### config.mk
export PLATFORM = sky130hd
export DESIGN_NAME = tip_front
export DESIGN_NICKNAME = d
export VERILOG_FILES = /design/src/hw/rtl/tip_pkg.sv /design/src/hw/rtl/tip_front.sv
export SDC_FILE = /design/constraint.sdc
export NUM_CORES = 1
export LEC_CHECK = 0
export BUFFER_PORTS_ARGS = -buffer_cell sky130_fd_sc_hd__buf_2
export CAP_MARGIN = 30
export CORE_MARGIN = 2
export CORE_UTILIZATION = 40
export CTS_CLUSTER_DIAMETER = 60
export DETAILED_ROUTE_END_ITERATION = 8
export PLACE_DENSITY_LB_ADDON = 0.15
export SLEW_MARGIN = 20
export SYNTH_ARGS = -nofsm -noshare
export SYNTH_HDL_FRONTEND = slang
export SYNTH_SLANG_ARGS = --single-unit
### constraint.sdc
create_clock -name clk -period 13.2 [get_ports clk]
set_input_delay 0 -clock clk [delete_from_list [all_inputs] [get_ports clk]]
set_output_delay 0 -clock clk [all_outputs]
set_load 0.05 [all_outputs]
### src/hw/rtl/tip_pkg.sv
// Shared types, codes and sizes for the table interpolator.
package tip_pkg;

  localparam int TABLE_DEPTH = 1024;
  localparam int ADDR_W      = $clog2(TABLE_DEPTH);
  localparam int LEN_W       = $clog2(TABLE_DEPTH + 1);

  localparam int SAMPLE_W  = 24;
  localparam int ACTION_W  = 2;
  localparam int EIDX_W    = 10;
  localparam int POS_W     = 17;
  localparam int FRAC_W    = 16;
  localparam int MODE_W    = 2;
  localparam int CFG_IDX_W = 1;
  localparam int CFG_DATA_W = 11;

  localparam int IDX_CMP_W = ((ADDR_W > EIDX_W) ? ADDR_W : EIDX_W) + 2;

  localparam int QUEUE_DEPTH = 2;
  localparam int QPTR_W      = $clog2(QUEUE_DEPTH);
  localparam int QCNT_W      = $clog2(QUEUE_DEPTH + 1);

  // Input action codes
  localparam logic [ACTION_W-1:0] ACT_WRITE  = 2'd0;
  localparam logic [ACTION_W-1:0] ACT_LOOKUP = 2'd1;
  localparam logic [ACTION_W-1:0] ACT_READ   = 2'd2;

  // Configuration register indexes
  localparam logic [CFG_IDX_W-1:0] CFG_MODE = 1'b0;
  localparam logic [CFG_IDX_W-1:0] CFG_LEN  = 1'b1;

  localparam logic [MODE_W-1:0] MODE_RESET = 2'd1;

  typedef logic signed [SAMPLE_W-1:0] sample_t;

  typedef enum logic [1:0] {
    JOB_WRITE  = 2'd0,
    JOB_READ   = 2'd1,
    JOB_LOOKUP = 2'd2
  } job_kind_t;

  typedef enum logic [1:0] {
    MODE_TRUNC  = 2'd0,
    MODE_LINEAR = 2'd1,
    MODE_QUAD   = 2'd2
  } interp_mode_t;

  typedef struct packed {
    job_kind_t          kind;
    interp_mode_t       mode;
    logic [ADDR_W-1:0]  addr0;
    logic [ADDR_W-1:0]  addr1;
    logic [ADDR_W-1:0]  addr2;
    logic [FRAC_W-1:0]  frac;
    sample_t            value;
  } tip_job_t;

endpackage

### src/hw/rtl/tip_front.sv
// Front end: config registers, beat classification and index/fraction scaling.
module tip_front import tip_pkg::*; (
  input  logic                  clk,
  input  logic                  rst_n,
  input  logic                  cfg_we,
  input  logic [CFG_IDX_W-1:0]  cfg_index,
  input  logic [CFG_DATA_W-1:0] cfg_wdata,
  input  logic                  in_valid,
  output logic                  in_ready,
  input  logic [ACTION_W-1:0]   in_action,
  input  logic [EIDX_W-1:0]     in_entry_index,
  input  sample_t               in_entry_value,
  input  logic [POS_W-1:0]      in_position,
  input  logic                  q_full,
  output logic                  q_push,
  output tip_job_t              q_job
);

  localparam int PROD_W = ADDR_W + POS_W;
  localparam logic [POS_W-1:0] POS_ONE = POS_W'(1 << FRAC_W);

  logic [MODE_W-1:0] mode_r, mode_nxt;
  logic [LEN_W-1:0]  len_r, len_nxt;

  logic [LEN_W-1:0]     len_eff;
  logic [ADDR_W-1:0]    last_idx;
  logic [POS_W-1:0]     pos_c;
  logic [PROD_W-1:0]    prod;
  logic [ADDR_W-1:0]    idx;
  logic [ADDR_W:0]      idx_p1, idx_p2;
  logic [IDX_CMP_W-1:0] eidx_x, last_x;
  interp_mode_t         mode_res;

  always_comb begin
    mode_nxt = mode_r;
    len_nxt  = len_r;
    if (cfg_we) begin
      unique case (cfg_index)
        CFG_MODE: mode_nxt = cfg_wdata[MODE_W-1:0];
        CFG_LEN:  len_nxt  = cfg_wdata[LEN_W-1:0];
        default:  mode_nxt = mode_r;
      endcase
    end
  end

  always_ff @(posedge clk) begin
    if (!rst_n) begin
      mode_r <= MODE_RESET;
      len_r  <= LEN_W'(TABLE_DEPTH);
    end else begin
      mode_r <= mode_nxt;
      len_r  <= len_nxt;
    end
  end

  always_comb begin
    priority if (mode_r[1])       mode_res = MODE_QUAD;
    else if (mode_r[0])           mode_res = MODE_LINEAR;
    else                          mode_res = MODE_TRUNC;
  end

  always_comb begin
    // A zero length acts as one, an oversized one as the full table.
    priority if (len_r == '0)               len_eff = LEN_W'(1);
    else if (len_r > LEN_W'(TABLE_DEPTH))   len_eff = LEN_W'(TABLE_DEPTH);
    else                                    len_eff = len_r;
    last_idx = ADDR_W'(len_eff - LEN_W'(1));

    pos_c  = (in_position > POS_ONE) ? POS_ONE : in_position;
    prod   = PROD_W'(last_idx) * PROD_W'(pos_c);
    idx    = prod[ADDR_W+FRAC_W-1:FRAC_W];
    idx_p1 = {1'b0, idx} + (ADDR_W+1)'(1);
    idx_p2 = {1'b0, idx} + (ADDR_W+1)'(2);

    eidx_x = IDX_CMP_W'(in_entry_index);
    last_x = IDX_CMP_W'(last_idx);

    q_job.kind  = JOB_LOOKUP;
    q_job.mode  = mode_res;
    q_job.addr0 = idx;
    q_job.addr1 = (idx_p1 > {1'b0, last_idx}) ? last_idx : idx_p1[ADDR_W-1:0];
    q_job.addr2 = (idx_p2 > {1'b0, last_idx}) ? last_idx : idx_p2[ADDR_W-1:0];
    q_job.frac  = prod[FRAC_W-1:0];
    q_job.value = in_entry_value;

    in_ready = !q_full;
    q_push   = 1'b0;
    unique case (in_action)
      ACT_WRITE: begin
        q_job.kind  = JOB_WRITE;
        q_job.addr0 = ADDR_W'(in_entry_index);
        // Drop writes beyond the store.
        q_push = in_valid && !q_full && (eidx_x < IDX_CMP_W'(TABLE_DEPTH));
      end
      ACT_READ: begin
        q_job.kind  = JOB_READ;
        q_job.addr0 = (eidx_x > last_x) ? last_idx : ADDR_W'(in_entry_index);
        q_push = in_valid && !q_full;
      end
      ACT_LOOKUP: begin
        q_push = in_valid && !q_full;
      end
      default: begin
        q_push = 1'b0;
      end
    endcase
  end

endmodule

==> results of run 1 <==
final timing paths:
path,start,end
worst max-delay path,len_r[3],q_job[51]
worst min-delay path,in_entry_value[5],q_job[5]
worst max register to register,len_r[10],len_r[10]
worst min register to register,mode_r[0],mode_r[0]
worst max-delay path, delay by kind of cell (launching register included):
kind                       cells  cell delay, ns
AOI/OAI and AO/OA              9            2.43
and+or+nand+nor               10            1.93
adders and majority gates      9            3.89
buffers and inverters          7            1.12
xor gates and xnor gates       2            0.90
DFF                            1            0.34
muxes                          1            0.40
cell type report:
class | instances | area (µm²) | share of cell area [%]
clock inverter | 1 | 5.005 | 0.05820
sequential | 13 | 260.3 | 3.026
multi-input combinational | 763 | 6716 | 78.10
clock buffer | 3 | 75.07 | 0.8730
inverter | 162 | 608.1 | 7.071
tap | 265 | 331.6 | 3.856
timing repair buffer | 112 | 603.1 | 7.013
cell families after synthesis:
| family | Yosys count | synth area share [%] |
|---|---|---|
| DFF | 13 | 3.293 |
| muxes | 26 | 3.499 |
| adders and majority gates | 209 | 44.21 |
| and+or+nand+nor | 343 | 19.68 |
| AOI/OAI and AO/OA | 142 | 12.65 |
| buffers and inverters | 221 | 11.81 |
| xor gates and xnor gates | 43 | 4.861 |
registers in the layout (all words and copies together) (netlist names):
name and cells:
len_r 11, mode_r 2
synth_stat cells, drive strengths merged (4+ instances only):
master / n / share of area [%]
nand4: 5 / 0.40
nand3: 33 / 2.2
nor2b: 17 / 1.3
ha: 92 / 15
a31oi: 4 / 0.51
nor2: 108 / 5.2
nor3: 7 / 0.44
inv: 159 / 7.6
a21oi: 23 / 1.5
and3: 5 / 0.40
and4: 4 / 0.44
nand2: 134 / 6.5
xnor2: 28 / 3.2
a21o: 7 / 0.66
o21a: 15 / 1.4
mux2: 13 / 1.9
a211oi: 8 / 0.95
o21bai: 4 / 0.38
buf: 32 / 2.8
and2: 13 / 1.0
xor2: 15 / 1.7
o21ai: 40 / 2.6
o22ai: 6 / 0.55
dfxtp: 13 / 3.3
fa: 117 / 30
mux2i: 13 / 1.6
a21boi: 10 / 0.95
clkbuf: 27 / 1.3
nor4: 6 / 0.55
metal layers:
metal | up-vias | global-route usage, % | share of wire (%)
met2 | 209 | 38.84 | 46
met5 | - | 0 | 0
li1 | 3303 | - | -
met4 | 0 | 4.394 | 1.8
met3 | 18 | 1.887 | 5.9
met1 | 3387 | 33.47 | 46
metrics by stage:
step                      setup slack [ns]  cells  util [%]  hold WS [ns]  area (µm²)
after floorplan                      3.246    997         -        0.1280        7903
after global placement               2.184   1311     43.74     0.0003409        8484
after detailed placement             2.313   1313     43.81     0.0003409        8499
after CTS                            1.996   1319     44.33     0.0003409        8600
after global routing                 1.229   1319     44.33    0.00007182        8600
final                                1.924   1319     44.33    0.00001397        8600
placed cells by master, fill, tap and decap left out, drive strengths merged, types with 3 or more instances in the layout:
cell	n
a211o	3
a211oi	8
a21boi	10
a21o	7
a21oi	23
a31oi	4
and2	13
and3	5
and4	4
buf	110
clkbuf	3
clkinv	4
dfxtp	13
fa	117
ha	92
inv	159
mux2	13
mux2i	13
nand2	134
nand2b	3
nand3	33
nand4	5
nor2	108
nor2b	17
nor3	7
nor3b	3
nor4	6
o2111ai	3
o211ai	3
o21a	15
o21ai	40
o21bai	4
o22ai	6
o31ai	3
xnor2	28
xor2	15
==> results.yml, run 1 <==
drt:
  wire_per_inst_um: 17.64
  wirelength_um: 23260
  drc: 0
  vias_per_cell: 5.244
  firstDrtPassIters: 7
  postRouteAntennaNets: 0
  drtIter0Drc: 384
  vias: 6917
synth:
  synth_ff_type: "dfxtp_1"
  synthesis.area_mm2: 0.007903
  yosys_warnings: 0
  ys_types: 69
  synth_nets: 1276
  synth.avg_cell_area_um2: 7.926
  async_reset_ff_share_pct: 0
  ys_seq_area_share_pct: 3.293
  synth_edf_count: 0
  ys_ff_latch: 13
  synthCells: 997
sta:
  finalHoldViolCount: 0
  fin_crit_ns: 11.28
  finalSetupViolCount: 0
  rsz0062_at_grt: "false"
  fmax_ghz: 0.08868
  slew_headroom_pct: 39.12
  tightest_slew_ns: 0.9101
  final-max-slew-violation-count: 0
  finalCritPeriodShare_pct: 85.43
  tns_ns: 0
  finClkSkew_ns: 0
clocking:
  cts.path.max_buffers: 2
  cts.reportedPaths.clkPinSlew_ns: 0.05
  postCtsSetupBuffers: 0
  cts_sinks: 13
  numCtsBuffers: 3
  clk_latency_ns: 0.24
  cts_tree: "yes"
  clock-root-buffer: "clkbuf_16"
  cts_resized: 0
  ctsHtreeMaxLevel: 1
  hold_buffers: 2
floorplanning:
  rows: 51
  die_y_um: 144.6
  die_w_um: 144.6
  start_util_pct: 40.74
  io_pins: 146
  die_area_mm2: 0.02090
  core_mm2: 0.01940
grt:
  grt_max_degree: 39
  grt_pass1_wl_um: 37690
  antenna_found_initial: 0
  grt.total_usage_pct: 23.32
  grt-ovfl-total: 0
  grt_pass1_vias: 7085
placed_design:
  dp_hpwl_um: 19140
  gp_congestion: 0.8845
  portBuffers: 97
finish:
  n_fill_cell: 2066
  drive_above_1_share_pct: 14.04
  final_nets: 1334
  diodes: 0
  area_growth_pct: 8.819
critical_path:
  crit_fanout: 13
  cp_common_cell: "fa_1"
  critPathSlowestCell: "xor2_1"
  r2r_slack_ns: 12.14
  criticalPathCategory: "reg2out"
  endpoint_kind: "primary output"
  reg2reg_depth: 2
  max_stage_delay_ns: 0.73
  critPathLaunchType: "register"
  arrival_ns: 11.28
  required_ns: 13.20
min_path:
  hold_class: "in2out"
  holdPathStages: 0
run_status:
  status: "completed"
flow_run:
  max-cap-violations: 0
Power of run 1 is left out: the tool's default activity adds up to more than one toggle a clock period on the data nets, which glitch-free logic cannot reach.
==> inputs of run 2 (changes only) <==
BUFFER_PORTS_ARGS = default   (was -buffer_cell sky130_fd_sc_hd__buf_2)
DONT_BUFFER_PORTS = 1   (was default)
REMOVE_ABC_BUFFERS = 1   (was default)
==> results.yml, run 2 (synthesis results as in run 1) <==
clocking:
  hold_buffers: 13
  cts_sinks: 13
  cts_resized: 0
  ctsHtreeMaxLevel: 1
  cts.reportedPaths.clkPinSlew_ns: 0.04
  postCtsSetupBuffers: 0
  clock-root-buffer: "clkbuf_16"
  cts.path.max_buffers: 2
  numCtsBuffers: 3
  clk_latency_ns: 0.24
  cts_tree: "yes"
floorplanning:
  start_util_pct: 40.74
  die_w_um: 144.6
  die_area_mm2: 0.02090
  die_y_um: 144.6
  io_pins: 146
  core_mm2: 0.01940
  rows: 51
critical_path:
  cp_common_cell: "fa_1"
  crit_path_start: "len_r[3]"
  critPathLaunchType: "register"
  required_ns: 13.20
  critPathSlowestCell: "xor2_1"
  max_stage_delay_ns: 0.59
  crit_fanout: 13
  rr_startpoint: "mode_r[0]"
  arrival_ns: 11.63
  criticalPathCategory: "reg2out"
  endpoint_kind: "primary output"
sta:
  fmax_ghz: 0.08597
  slew_headroom_pct: 31.35
  finClkSkew_ns: 0
  final-max-slew-violation-count: 0
  timing.final.ws_setup_ns: 1.568
  finalHoldViolCount: 0
  rsz0062_at_grt: "false"
  tightest_slew_ns: 1.023
  fin_crit_ns: 11.63
  tns_ns: 0
  finalSetupViolCount: 0
  finalCritPeriodShare_pct: 88.12
  holdWs_ns: 0.0004342
finish:
  diodes: 0
  top_regs: "len_r x11, mode_r x2"
  largest_reg_flops: 11
  regMostFlops: "len_r"
  drive_above_1_share_pct: 7.201
  layout_common_cells: "inv_1 (159), nand2_1 (133), fa_1 (117)"
  area_growth_pct: 6.017
  design_area_mm2: 0.008378
  final_nets: 1266
  final_common_cell: "inv_1"
placed_design:
  gp_congestion: 0.9221
  place_area_mm2: 0.008162
  dp_slack_ns: 0.9367
  dp_hpwl_um: 19750
  portBuffers: 0
drt:
  drc: 0
  drtIter0Drc: 442
  wirelength_um: 24170
  firstDrtPassIters: 5
  vias_per_cell: 5.384
  postRouteAntennaNets: 0
  wire_per_inst_um: 19.32
  vias: 6736
grt:
  grt.total_usage_pct: 23.82
  grt_pass1_wl_um: 38000
  grt_pass1_vias: 6846
  grt-ovfl-total: 0
  grt_max_degree: 37
  antenna_found_initial: 0
run_status:
  status: "completed"
min_path:
  hold_class: "in2out"
  hold_path_startpoint: "in_entry_value[3]"
flow_run:
  max-cap-violations: 0
run 2: cell types whose count changed in the layout (fill, tap and decap cells not counted), sizes merged:
cell | previous run | this run
dlygate4sd3 | 2 | 13
clkinv | 4 | 3
clkbuf | 3 | 4
buf | 110 | 31
run 2: area by class of cell:
| class | count | area [µm²] |
|---|---|---|
| Sequential cell | 13 | 260.3 |
| Timing Repair Buffer | 44 | 362.8 |
| Fill cell | 2059 | 11020 |
| Tap cell | 265 | 331.6 |
| Clock buffer | 4 | 78.83 |
| Inverter | 162 | 608.1 |
| Multi-Input combinational cell | 763 | 6736 |
run 2: final timing paths:
path | end | slack (ns) | depth (start not counted)
worst max-delay path | q_job[47] | 1.57 | 35
worst min register to register | len_r[0] | 0.50 | 2
worst max register to register | mode_r[0] | 12.05 | 3
worst min-delay path | q_job[3] | 0.0004 | 0
run 2: worst max-delay path, delay by kind of cell (launching register included):
kind,cells,cell delay (ns)
DFF,1,0.34
adders and majority gates,9,4.27
buffers and inverters,4,1.01
and+or+nand+nor,10,1.99
xor gates and xnor gates,2,0.70
AOI/OAI and AO/OA,9,2.55
muxes,1,0.52
run 2: stage by stage:
step	utilization, %	instances
finish	43.19	1251
floorplan	-	938
global placement	41.80	1227
global route	43.19	1251
CTS	43.15	1250
detailed placement	42.07	1233
run 2: routing by layer:
| metal | vias to the layer above | GRT usage (%) | wire [µm] | part of all wire, % |
|---|---|---|---|---|
| li1 | 3172 | - | - | - |
| met1 | 3319 | 32.00 | 10670 | 44 |
| met2 | 213 | 41.18 | 11630 | 48 |
| met3 | 32 | 2.980 | 1355 | 5.6 |
| met4 | 0 | 5.008 | 514 | 2.1 |
| met5 | - | 0 | 0 | 0 |
Power of run 2 is left out for the same reason.
