==> src/hw/rtl/tip_pkg.sv <==
// Shared types, codes and sizes for the table interpolator.
package tip_pkg;

  localparam int TABLE_DEPTH = 1024;
  localparam int ADDR_W      = $clog2(TABLE_DEPTH);
  localparam int LEN_W       = $clog2(TABLE_DEPTH + 1);

  localparam int SAMPLE_W  = 24;
  localparam int ACTION_W  = 2;
  localparam int EIDX_W    = 10;
  localparam int POS_W     = 17;
  localparam int FRAC_W    = 16;
  localparam int MODE_W    = 2;
  localparam int CFG_IDX_W = 1;
  localparam int CFG_DATA_W = 11;

  localparam int IDX_CMP_W = ((ADDR_W > EIDX_W) ? ADDR_W : EIDX_W) + 2;

  localparam int QUEUE_DEPTH = 2;
  localparam int QPTR_W      = $clog2(QUEUE_DEPTH);
  localparam int QCNT_W      = $clog2(QUEUE_DEPTH + 1);

  // Input action codes
  localparam logic [ACTION_W-1:0] ACT_WRITE  = 2'd0;
  localparam logic [ACTION_W-1:0] ACT_LOOKUP = 2'd1;
  localparam logic [ACTION_W-1:0] ACT_READ   = 2'd2;

  // Configuration register indexes
  localparam logic [CFG_IDX_W-1:0] CFG_MODE = 1'b0;
  localparam logic [CFG_IDX_W-1:0] CFG_LEN  = 1'b1;

  localparam logic [MODE_W-1:0] MODE_RESET = 2'd1;

  typedef logic signed [SAMPLE_W-1:0] sample_t;

  typedef enum logic [1:0] {
    JOB_WRITE  = 2'd0,
    JOB_READ   = 2'd1,
    JOB_LOOKUP = 2'd2
  } job_kind_t;

  typedef enum logic [1:0] {
    MODE_TRUNC  = 2'd0,
    MODE_LINEAR = 2'd1,
    MODE_QUAD   = 2'd2
  } interp_mode_t;

  typedef struct packed {
    job_kind_t          kind;
    interp_mode_t       mode;
    logic [ADDR_W-1:0]  addr0;
    logic [ADDR_W-1:0]  addr1;
    logic [ADDR_W-1:0]  addr2;
    logic [FRAC_W-1:0]  frac;
    sample_t            value;
  } tip_job_t;

endpackage

==> src/hw/rtl/tip_queue.sv <==
// Short job queue between front and back end.
module tip_queue import tip_pkg::*; (
  input  logic     clk,
  input  logic     rst_n,
  input  logic     push,
  input  tip_job_t push_job,
  output logic     full,
  input  logic     pop,
  output logic     head_valid,
  output tip_job_t head_job
);

  tip_job_t            slot_r [QUEUE_DEPTH];
  logic [QPTR_W-1:0]   wr_ptr_r, wr_ptr_nxt;
  logic [QPTR_W-1:0]   rd_ptr_r, rd_ptr_nxt;
  logic [QCNT_W-1:0]   count_r, count_nxt;

  assign full       = (count_r == QCNT_W'(QUEUE_DEPTH));
  assign head_valid = (count_r != '0);
  assign head_job   = slot_r[rd_ptr_r];

  always_comb begin
    wr_ptr_nxt = wr_ptr_r;
    rd_ptr_nxt = rd_ptr_r;
    count_nxt  = count_r;
    if (push) begin
      wr_ptr_nxt = (wr_ptr_r == QPTR_W'(QUEUE_DEPTH - 1)) ? '0 : wr_ptr_r + QPTR_W'(1);
    end
    if (pop) begin
      rd_ptr_nxt = (rd_ptr_r == QPTR_W'(QUEUE_DEPTH - 1)) ? '0 : rd_ptr_r + QPTR_W'(1);
    end
    if (push && !pop) begin
      count_nxt = count_r + QCNT_W'(1);
    end else if (pop && !push) begin
      count_nxt = count_r - QCNT_W'(1);
    end
  end

  always_ff @(posedge clk) begin
    if (!rst_n) begin
      wr_ptr_r <= '0;
      rd_ptr_r <= '0;
      count_r  <= '0;
    end else begin
      wr_ptr_r <= wr_ptr_nxt;
      rd_ptr_r <= rd_ptr_nxt;
      count_r  <= count_nxt;
    end
  end

  always_ff @(posedge clk) begin
    if (push) begin
      slot_r[wr_ptr_r] <= push_job;
    end
  end

  a_no_overflow: assert property (@(posedge clk) disable iff (!rst_n)
    push |-> (count_r < QCNT_W'(QUEUE_DEPTH)))
    else $error("queue push while full");

  a_no_underflow: assert property (@(posedge clk) disable iff (!rst_n)
    pop |-> (count_r != '0))
    else $error("queue pop while empty");

endmodule

==> config.mk <==
export PLATFORM = sky130hd
export DESIGN_NAME = tip_queue
export DESIGN_NICKNAME = d
export VERILOG_FILES = /design/src/hw/rtl/tip_pkg.sv /design/src/hw/rtl/tip_queue.sv
export SDC_FILE = /design/constraint.sdc
export NUM_CORES = 1
export LEC_CHECK = 0
export BUFFER_PORTS_ARGS = -buffer_cell sky130_fd_sc_hd__clkbuf_2
export CORE_MARGIN = 2
export CORE_UTILIZATION = 45
export DETAILED_ROUTE_END_ITERATION = 12
export MAX_ROUTING_LAYER = met4
export PLACE_DENSITY = 0.7
export SLEW_MARGIN = 10
export SYNTH_ARGS = -nofsm -noshare
export SYNTH_HDL_FRONTEND = slang
export SYNTH_SLANG_ARGS = --single-unit
==> constraint.sdc <==
create_clock -name clk -period 6 [get_ports clk]
set_clock_uncertainty 0.15 [all_clocks]
set_input_delay 0.9 -clock clk [delete_from_list [all_inputs] [get_ports clk]]
set_output_delay 0.9 -clock clk [all_outputs]
set_load 0.01 [all_outputs]
==> key figures, run 1 <==
Run status
  – Outcome: complete, no violations

Floorplan
  – Die width: 115 µm
  – Die Ht: approximately 120 µm
  – DIE AREA: 13,300 µm²
  – Core ar.: about 12,000 µm²
  – Starting Density: between 40% and 50%
  – Boundary Pins: 154
  – Site Rows: 40

Synth
  – Yosys cell types: 18
  – Ys Warns: 0
  – #FFs+latches synth: approximately 150
  – Seq/Total Area, Yosys: 81.5%
  – Post-Synthesis Cells: between 200 and 300
  – Syn_nets: 331
  – Synthesized area per cell: 22.1 µm²
  – Synth Cell Area: between 5000 and 6000 µm²

STA
  – Setup TNS: 0 ns
  – Final period util: approximately 51%
  – Finish-stage setup viols: 0
  – RSZ-0062 raised after global routing: false
  – Fin crit period: 3.07 ns
  – Final setup margin: 2.93 ns
  – Rel. slew slack: approximately a third
  – Slew @ Worst Pin: between 1 and 1.5 ns
  – Hold WS: 0.353 ns
  – Max Freq: 0.326 GHz
  – Hold violation total from the final report: 0
  – Slew Viols, Final: 0

Power
  – Tot Pwr: between 2 and 3 mW
  – Clock power frac: a little over two fifths
  – Gate power share: around 8.2%
  – VDD IR max: about 240 µV
  – Leak: roughly 2.7 nW
  – Pwr/cell area: between 300 and 400 nW/µm²
  – Switching share of total power: about a fifth
  – Internal: approximately 2.1 mW
  – P_sw: around 0.52 mW
  – Reg power frac: around 48%

Worst setup path
  – Req. time, crit path: ~5.0 ns
  – Setup Crit Path Kind: reg2out
  – Slowest cell on crit path: dfxtp_4
  – CP cell instances: mux2_2 > clkbuf_2
  – CP top delay family: flip-flops
  – CP endpoint kind: output pin
  – Crit path DAT: between 2 and 2.5 ns
  – Critical path peak fanout: between 70 and 80
  – Buf/Inv on CP: 1
  – Largest stage delay, worst path: ~1.0 ns
  – Crit start category: flop

Placement
  – Gpl congestion: around 0.7
  – Buffers on Ports: 153
  – Hpwl dp: approximately 5900 µm
  – Placed cell count: roughly 570
  – Setup WS pre-CTS: between 2 and 3 ns

Drt
  – Iteration-0 DRC count of the detailed router: about 170
  – Routed Antenna Nets: 0
  – DRC Markers: 0
  – Routed vias: approximately 2.8k
  – WL/cell: approximately 16 µm
  – Vias/cell: about 4.7
  – DRT Wirelength: 9500 µm
  – DR pass1 iterations: 4

CTS
  – Reg clk slew, reported paths: 0.05 ns
  – TritonCTS buffer count: 17
  – Max clock buf depth: 2
  – H-tree depth: 4
  – CTS tree: done
  – # clock sinks: roughly 150
  – Clock latency on the worst-skew pair: 0.42 ns
  – CTS resizes: 0
  – Cts hold-fix bufs: 0
  – # Post-CTS Setup Buffers: 0
  – Clock root buffer master: clkbuf_16

Global routing
  – Largest net degree at the start of global routing: 75
  – Global Route met1 Usage: around 17%
  – GR Util met2: between 20% and 30%
  – Busiest layer in global routing: met2
  – GR Util met3: roughly 5.8%
  – Vias in the first global route: between 2k and 3k
  – Initial antenna violation count: 0
  – Global route overflow: 0
  – Total GRT Usage: ~15%
  – Global-route wire length before repair: ~14,000 µm

Run
  – Max_cap viols: 0

Finish
  – Post-route insts no fill: between 500 and 600
  – Multi-input logic area: 961 µm²
  – FF/Latch Area: approximately 4500 µm²
  – # fillers: about 910
  – Share of cells above drive strength 1: between 60% and 70%
  – Ant. Diodes: 0
  – Final nets: approximately 500
  – Synthesis-to-finish area growth: 28.3%

Min path
  – Tightest Hold Check Type: reg2reg
==> cell usage in the layout, fill, tap and decap left out, drive strengths merged <==
| cell type | instances |
|---|---|
| a21boi | 1 |
| and2 | 4 |
| and2b | 1 |
| buf | 1 |
| bufinv | 4 |
| clkbuf | 179 |
| clkinv | 1 |
| clkinvlp | 1 |
| dfxtp | 5 |
| edfxtp | 148 |
| ha | 1 |
| inv | 1 |
| mux2 | 74 |
| nor2b | 2 |
| o21a | 1 |
| o21ai | 1 |
| or2 | 1 |
| or3 | 1 |
| xnor2 | 1 |
| xor2 | 2 |
==> registers in the layout (all words and copies together), names as in the netlist, named ones only <==
signal    flops
wr_ptr_r      1
count_r       2
rd_ptr_r      1
slot_r      148
==> cells in the mapped netlist (all sizes together) <==
library cell | n | share of area (%)
xnor2 | 1 | 0.16
o21a | 1 | 0.13
or2 | 1 | 0.11
dfxtp | 5 | 1.8
a21boi | 1 | 0.13
or3 | 1 | 0.11
xor2 | 2 | 0.31
inv | 1 | 0.067
and2b | 1 | 0.16
and2 | 4 | 0.45
mux2 | 74 | 15
edfxtp | 148 | 80
buf | 8 | 1.4
ha | 1 | 0.22
o21ai | 1 | 0.090
nor2b | 2 | 0.22
==> worst reg2reg max path, delay by kind of cell, from the launching register on <==
family | cells | cell delay [ns]
buf+inv | 1 | 0.62
flops | 1 | 0.34
simple gates | 1 | 0.79
==> metrics by stage <==
stage | area [µm²] | utilization, %
after global placement | 6500 | 53.9
after floorplan | 5580 | -
final | 7160 | 59.3
after global routing | 7160 | 59.3
after CTS | 7160 | 59.3
after detailed placement | 6500 | 53.9
==> final timing paths <==
check	to	slack, ns	from	depth (start not counted)
worst min register to register	count_r[1]	0.35	count_r[1]	2
worst max register to register	slot_r[0][42]	3.68	wr_ptr_r	2
worst min-delay path	count_r[1]	0.35	count_r[1]	2
worst max-delay path	head_job[63]	2.93	flop	2
==> cell type report <==
| class | instances | area share, % |
|---|---|---|
| well taps | 168 | 2.94 |
| multi-input cells | 90 | 13.4 |
| flip-flops and latches | 153 | 63.5 |
| inverters | 1 | 0.0524 |
| repair buffers | 154 | 10.8 |
| clock buffers | 26 | 7.39 |
| clock inverters | 6 | 1.85 |
==> cells by family after synthesis <==
family                     after synthesis  share of synthesized area, %
DFF                                    153                          81.5
muxes                                   74                          14.9
buffers and inverters                    9                          1.50
and+or+nand+nor                          9                          1.05
AOI/OAI and AO/OA                        3                         0.359
xor gates and xnor gates                 3                         0.471
adders and majority gates                1                         0.224
==> power groups by stage <==
stage | combinational (mW) | sequential [mW] | clock, mW
floorplan | 0.143 | 1.27 | 0
global placement | 0.216 | 1.29 | 0
detailed placement | 0.219 | 1.29 | 0
CTS | 0.221 | 1.27 | 1.18
global route | 0.234 | 1.27 | 1.22
finish | 0.216 | 1.27 | 1.16
==> routing by layer <==
metal / vias to the layer above / share of wire [%]
li1: 1327 / -
met1: 1366 / 42
met2: 108 / 48
met3: 23 / 7.6
met4: 0 / 2.5
met5: - / 0
(Power assumes the default switching activity.)
==> inputs of run 2 (changes only) <==
Settings changed: ABC_AREA set to 1.
Clock period 6 ns to 3.2 ns, I/O delays scaled along.
==> run 2 against run 1 <==
Against the previous run:
- critical path depth increased by 1
- combinational power increased by 110%
- final cell count is 3.3% higher
- clock-buffer cell count fell by 6
- register-to-register slack got worse by 2.3 ns
- first-iteration DRC count rose by 1.7%
- hold slack got worse by 0.25 ns
- sequential power up 86%
- worst setup slack got worse by 2.4 ns
- clock power is 41% higher
- die area increased by 4.1%
- synthesized cell count up 5.2%
==> key figures, run 2 <==
Placement
  – Placed Area: 6780 µm²
  – Setup WS pre-CTS: 0.936 ns
  – Buffers on Ports: 153
  – Gpl congestion: 0.733
  – Hpwl dp: around 7100 µm

CTS
  – H-tree depth: 4
  – Clock root buffer master: clkbuf_16
  – CTS resizes: 0
  – Reg clk slew, reported paths: around 0.060 ns
  – # clock sinks: 153
  – Clock latency on the worst-skew pair: 0.41 ns
  – TritonCTS buffer count: 17
  – CTS tree: done
  – # Post-CTS Setup Buffers: 0
  – Max clock buf depth: 2
  – Cts hold-fix bufs: 0

Drt
  – DRT Wirelength: between 10,000 and 15,000 µm
  – Routed Antenna Nets: 0
  – Iteration-0 DRC count of the detailed router: roughly 180
  – Routed vias: 2,925
  – DRC Markers: 0
  – WL/cell: around 17 µm
  – DR pass1 iterations: 4
  – Vias/cell: ~4.7

Finish
  – Max reg flops: 148
  – Util after Layout: 57.5%
  – Commonest non-fill, non-tap cell in the layout: clkbuf_2
  – Ant. Diodes: 0
  – Share of cells above drive strength 1: 58.1%
  – Top reg by flops: slot_r
  – Final non-filler cell area: approximately 7300 µm²
  – Biggest regs: slot_r: 148 flops, count_r: 2 flops
  – Final nets: slightly above 500
  – Synthesis-to-finish area growth: 24.8%
  – Most used cells in the layout excluding fill and tap cells: clkbuf_2, edfxtp_1, mux2_4

Power
  – VDD IR max: 347 µV
  – Leak: approximately 2.9 nW
  – Pwr/cell area: ~610 nW/µm²

Floorplan
  – Core ar.: roughly 13,000 µm²
  – Starting Density: a little under half
  – Die width: about 120 µm
  – Site Rows: between 40 and 50
  – DIE AREA: 13,800 µm²
  – Boundary Pins: between 150 and 200
  – Die Ht: ~120 µm

STA
  – Hold WS: approximately 0.10 ns
  – Slew @ Worst Pin: 0.649 ns
  – RSZ-0062 raised after global routing: false
  – Max Freq: 0.375 GHz
  – Hold violation total from the final report: 0
  – Final setup margin: around 0.53 ns
  – Fin crit period: between 2 and 3 ns
  – Slew Viols, Final: 0
  – Final period util: a little over four fifths
  – Setup TNS: 0 ns
  – Rel. slew slack: between 50% and 60%
  – Finish-stage setup viols: 0

Synth
  – Yosys cell types: 14
  – Post-synth top area share: between 70% and 80%
  – Post-synthesis simple-gate area fraction: approximately 1.3%
  – Seq/Total Area, Yosys: between 70 and 80%
  – Ys Warns: 0
  – Synth Flop Type: edfxtp_1
  – Largest area contributor in the netlist: edfxtp_1
  – Synth Cell Area: around 5800 µm²
  – Syn_nets: around 340
  – Main combinational cell family by area after synthesis: multiplexers
  – Post-synth EDFFs: 148
  – Post-Synthesis Cells: 265
  – Synthesized area per cell: between 20 and 25 µm²
  – #FFs+latches synth: about 150
  – Area fraction in compound gates after synthesis: less than 1%
  – Top cells by area, synth: edfxtp_1, mux2_4, mux2_2
  – Post-synthesis xor/xnor area fraction: 0%
  – Top-count cell post-synth: edfxtp_1
  – Top cells by count, synth: edfxtp_1, mux2_4, mux2_2, nand2_1
  – Ys async rst share: 0%
  – Mux cell area share after synthesis: 18.2%
  – Adder and majority cell fraction of the synthesized area: less than 1%

Worst setup path
  – Largest stage delay, worst path: ~0.74 ns
  – Slowest cell on crit path: dfxtp_4
  – CP cell instances: buf_4 > mux2_2 > clkbuf_2
  – CP top delay family: flip-flops
  – Critical path peak fanout: 35
  – Req. time, crit path: about 2.6 ns
  – Crit start category: flop
  – Setup Crit Path Kind: reg2out
  – Crit path DAT: between 2 and 2.5 ns
  – CP endpoint kind: output pin
  – Buf/Inv on CP: 2

Global routing
  – Total GRT Usage: 15.9%
  – Largest net degree at the start of global routing: 48
  – Vias in the first global route: 3,213
  – Global-route wire length before repair: between 15,000 and 20,000 µm
  – Initial antenna violation count: 0
  – Global route overflow: 0

Min path
  – Tightest Hold Check Type: in2reg

Run status
  – Outcome: complete, no violations

Run
  – Max_cap viols: 0
[run 2: area by class of cell]
type / count / area, µm²
fillers: 1005 / 5360
flip-flops and latches: 153 / 4550
clock inverters: 8 / 35.0
well taps: 172 / 215
repair buffers: 161 / 826
multi-input cells: 96 / 1160
clock buffers: 20 / 437
inverters: 8 / 31.3
[run 2: path summary, 6_finish.rpt]
path / from / end / slack [ns] / depth (start not counted)
setup / recovery: flop / head_job[58] / 0.53 / 3
hold reg to reg: rd_ptr_r / rd_ptr_r / 0.36 / 2
setup reg to reg: wr_ptr_r / slot_r[1][39] / 1.40 / 3
hold / removal: push_job[19] / slot_r[0][19] / 0.10 / 1
[run 2: report_power, final]
group	switching, mW	total (mW)	leakage [nW]	internal (mW)
logic	0.217	0.443	1.28	0.227
clock network	0.673	1.63	0.235	0.952
registers	0.0424	2.36	1.43	2.32
total	0.932	4.43	2.94	3.50
[run 2: metrics by stage]
stage	std cells	power [mW]
global route	618	4.59
floorplan	265	2.67
CTS	618	4.48
global placement	590	2.84
finish	618	4.43
detailed placement	590	2.85
[run 2: kinds of logic after synthesis]
| logic type | after synthesis |
|---|---|
| muxes | 74 |
| adders and majority gates | 1 |
| DFF | 153 |
| buffers and inverters | 16 |
| and+or+nand+nor | 19 |
| AOI/OAI and AO/OA | 2 |
[run 2: per-layer routing]
layer | GRT usage, % | up-vias | wire length (µm)
met3 | 5.47 | 19 | 695
met4 | 7.00 | 0 | 240
met1 | 17.1 | 1418 | 4190
met2 | 26.7 | 115 | 5170
met5 | - | - | 0
li1 | - | 1373 | -
==> inputs of run 3 (changes only) <==
Clock period 3.2 ns to 2.5 ns, I/O delays scaled along.
==> run 3 against run 2 <==
Against the previous run:
- critical endpoint is now head_job[59]
- largest cell class unchanged
- global-route usage rose by 0.37 points
- flip-flop and latch count unchanged
- power grew 40%
- worst setup slack lost 0.38 ns
- clock-buffer cell count down 2
- register-to-register slack worse by 0.50 ns
- sequential power up 28%
- wire length barely moved
- via count rose by 7.2%
==> key figures, run 3 (synthesis results as in run 2) <==
Worst setup path
  – CP endpoint kind: output pin
  – Crit path DAT: between 1.5 and 2 ns
  – Critical path peak fanout: 25
  – Req. time, crit path: between 1.5 and 2 ns
  – Setup Crit Path Kind: reg2out
  – Crit start category: flop

Power
  – Clock power frac: about two fifths
  – Switching share of total power: 19.9%
  – Pwr/cell area: roughly 770 nW/µm²
  – Reg power frac: 48.7%
  – VDD IR max: approximately 500 µV
  – Internal: 4.97 mW
  – Gate power share: a little over a tenth
  – P_sw: 1.23 mW
  – Leak: ~3.3 nW

Floorplan
  – Site Rows: 41
  – Boundary Pins: 154
  – DIE AREA: between 10,000 and 15,000 µm²
  – Core ar.: ~13,000 µm²
  – Die width: 118 µm
  – Starting Density: a little under half
  – Die Ht: 118 µm

STA
  – Slew @ Worst Pin: around 0.60 ns
  – Max Freq: ~0.43 GHz
  – Slew Viols, Final: 0
  – Rel. slew slack: around 60%
  – Fin crit period: between 2 and 2.5 ns
  – Finish-stage setup viols: 0
  – Final period util: a little over nine tenths
  – RSZ-0062 raised after global routing: false
  – Hold violation total from the final report: 0
  – Setup TNS: 0 ns

CTS
  – Clock root buffer master: clkbuf_16
  – CTS tree: done
  – # clock sinks: ~150
  – # Post-CTS Setup Buffers: 0
  – Reg clk slew, reported paths: approximately 0.060 ns
  – TritonCTS buffer count: 17
  – Max clock buf depth: 2
  – Clock latency on the worst-skew pair: roughly 0.40 ns
  – H-tree depth: 4

Placement
  – Placed Area: around 6800 µm²
  – Placed cell count: 588
  – Buffers on Ports: between 150 and 200
  – Gpl congestion: a little over 0.7

Drt
  – WL/cell: ~15 µm
  – DR pass1 iterations: 4
  – Routed vias: about 3.1k
  – Iteration-0 DRC count of the detailed router: 183
  – DRC Markers: 0
  – Vias/cell: 4.61
  – DRT Wirelength: roughly 10,000 µm
  – Routed Antenna Nets: 0

Global routing
  – Global route overflow: 0
  – Global-route wire length before repair: between 15,000 and 20,000 µm
  – Initial antenna violation count: 0
  – Vias in the first global route: 3,416
  – Largest net degree at the start of global routing: between 70 and 80
  – Total GRT Usage: 16.3%

Finish
  – Commonest non-fill, non-tap cell in the layout: clkbuf_2
  – Max reg flops: about 150
  – Synthesis-to-finish area growth: 38.2%
  – Share of cells above drive strength 1: around half
  – Final nets: a little under 600
  – Post-route insts no fill: 680
  – Final non-filler cell area: 8040 µm²
  – Ant. Diodes: 0
  – Biggest regs: slot_r: 148 flops, count_r: 2 flops
  – Top reg by flops: slot_r
  – Most used cells in the layout excluding fill and tap cells: clkbuf_2, edfxtp_1, dlygate4sd3_1

Min path
  – Tightest Hold Check Type: in2reg

Run
  – Max_cap viols: 0

Run status
  – Outcome: complete, no violations
-- run 3: cell types whose count changed in the layout (fill, tap and decap cells not counted), sizes merged --
cell / change
bufinv: +4
clkbuf: -2
buf: -2
dlygate4sd3: +63
clkinv: -3
clkinvlp: +2
-- run 3: worst max-delay path: stages, from the launching register on --
cell,delay (ns)
dfxtp_4,0.67
buf_12,0.24
mux2_2,0.36
clkbuf_2,0.13
-- run 3: routing by layer --
metal,share of wire [%],vias up,track usage (%)
li1,-,1496,-
met3,5.6,21,5.04
met2,53,109,28.1
met1,39,1509,17.1
met5,0,-,-
met4,2.5,0,7.76
-- run 3: final timing paths --
kind	start	to	slack (ns)	cells past startpoint
worst max-delay path	flop	head_job[59]	0.15	3
worst min register to register	rd_ptr_r	rd_ptr_r	0.37	2
worst min-delay path	push_job[4]	slot_r[1][4]	0.02	1
worst max register to register	wr_ptr_r	slot_r[1][37]	0.90	3
-- run 3: timing repair --
item	4_1_cts	5_1_grt
gates resized for setup	0	0
hold buffers	61	2
endpoints found under the hold margin	122	4
setup endpoints to repair	0	0
-- run 3: layout make-up --
class	instances	area [µm²]
clock buffers	18	429
clock inverters	11	156
fillers	900	4580
inverters	8	31.3
multi-input cells	96	1160
flip-flops and latches	153	4550
well taps	172	215
repair buffers	222	1490
-- run 3: power groups by stage --
stage,Clock (mW),Combinational [mW],Sequential (mW)
detailed placement,0,0.583,3.07
global route,2.68,0.709,3.03
floorplan,0,0.362,3.05
CTS,2.58,0.661,3.02
global placement,0,0.573,3.07
finish,2.52,0.656,3.02
-- run 3: through the flow --
step / setup WS [ns] / hold slack [ns] / util, % / total power, mW
after detailed placement: 0.551 / 0.348 / 54.0 / 3.66
final: 0.155 / 0.0183 / 63.7 / 6.20
after global routing: 0.0557 / 0.00130 / 63.7 / 6.42
after CTS: 0.103 / 0.00110 / 63.5 / 6.26
after floorplan: 0.0208 / 0.313 / - / 3.41
after global placement: 0.555 / 0.327 / 54.0 / 3.64
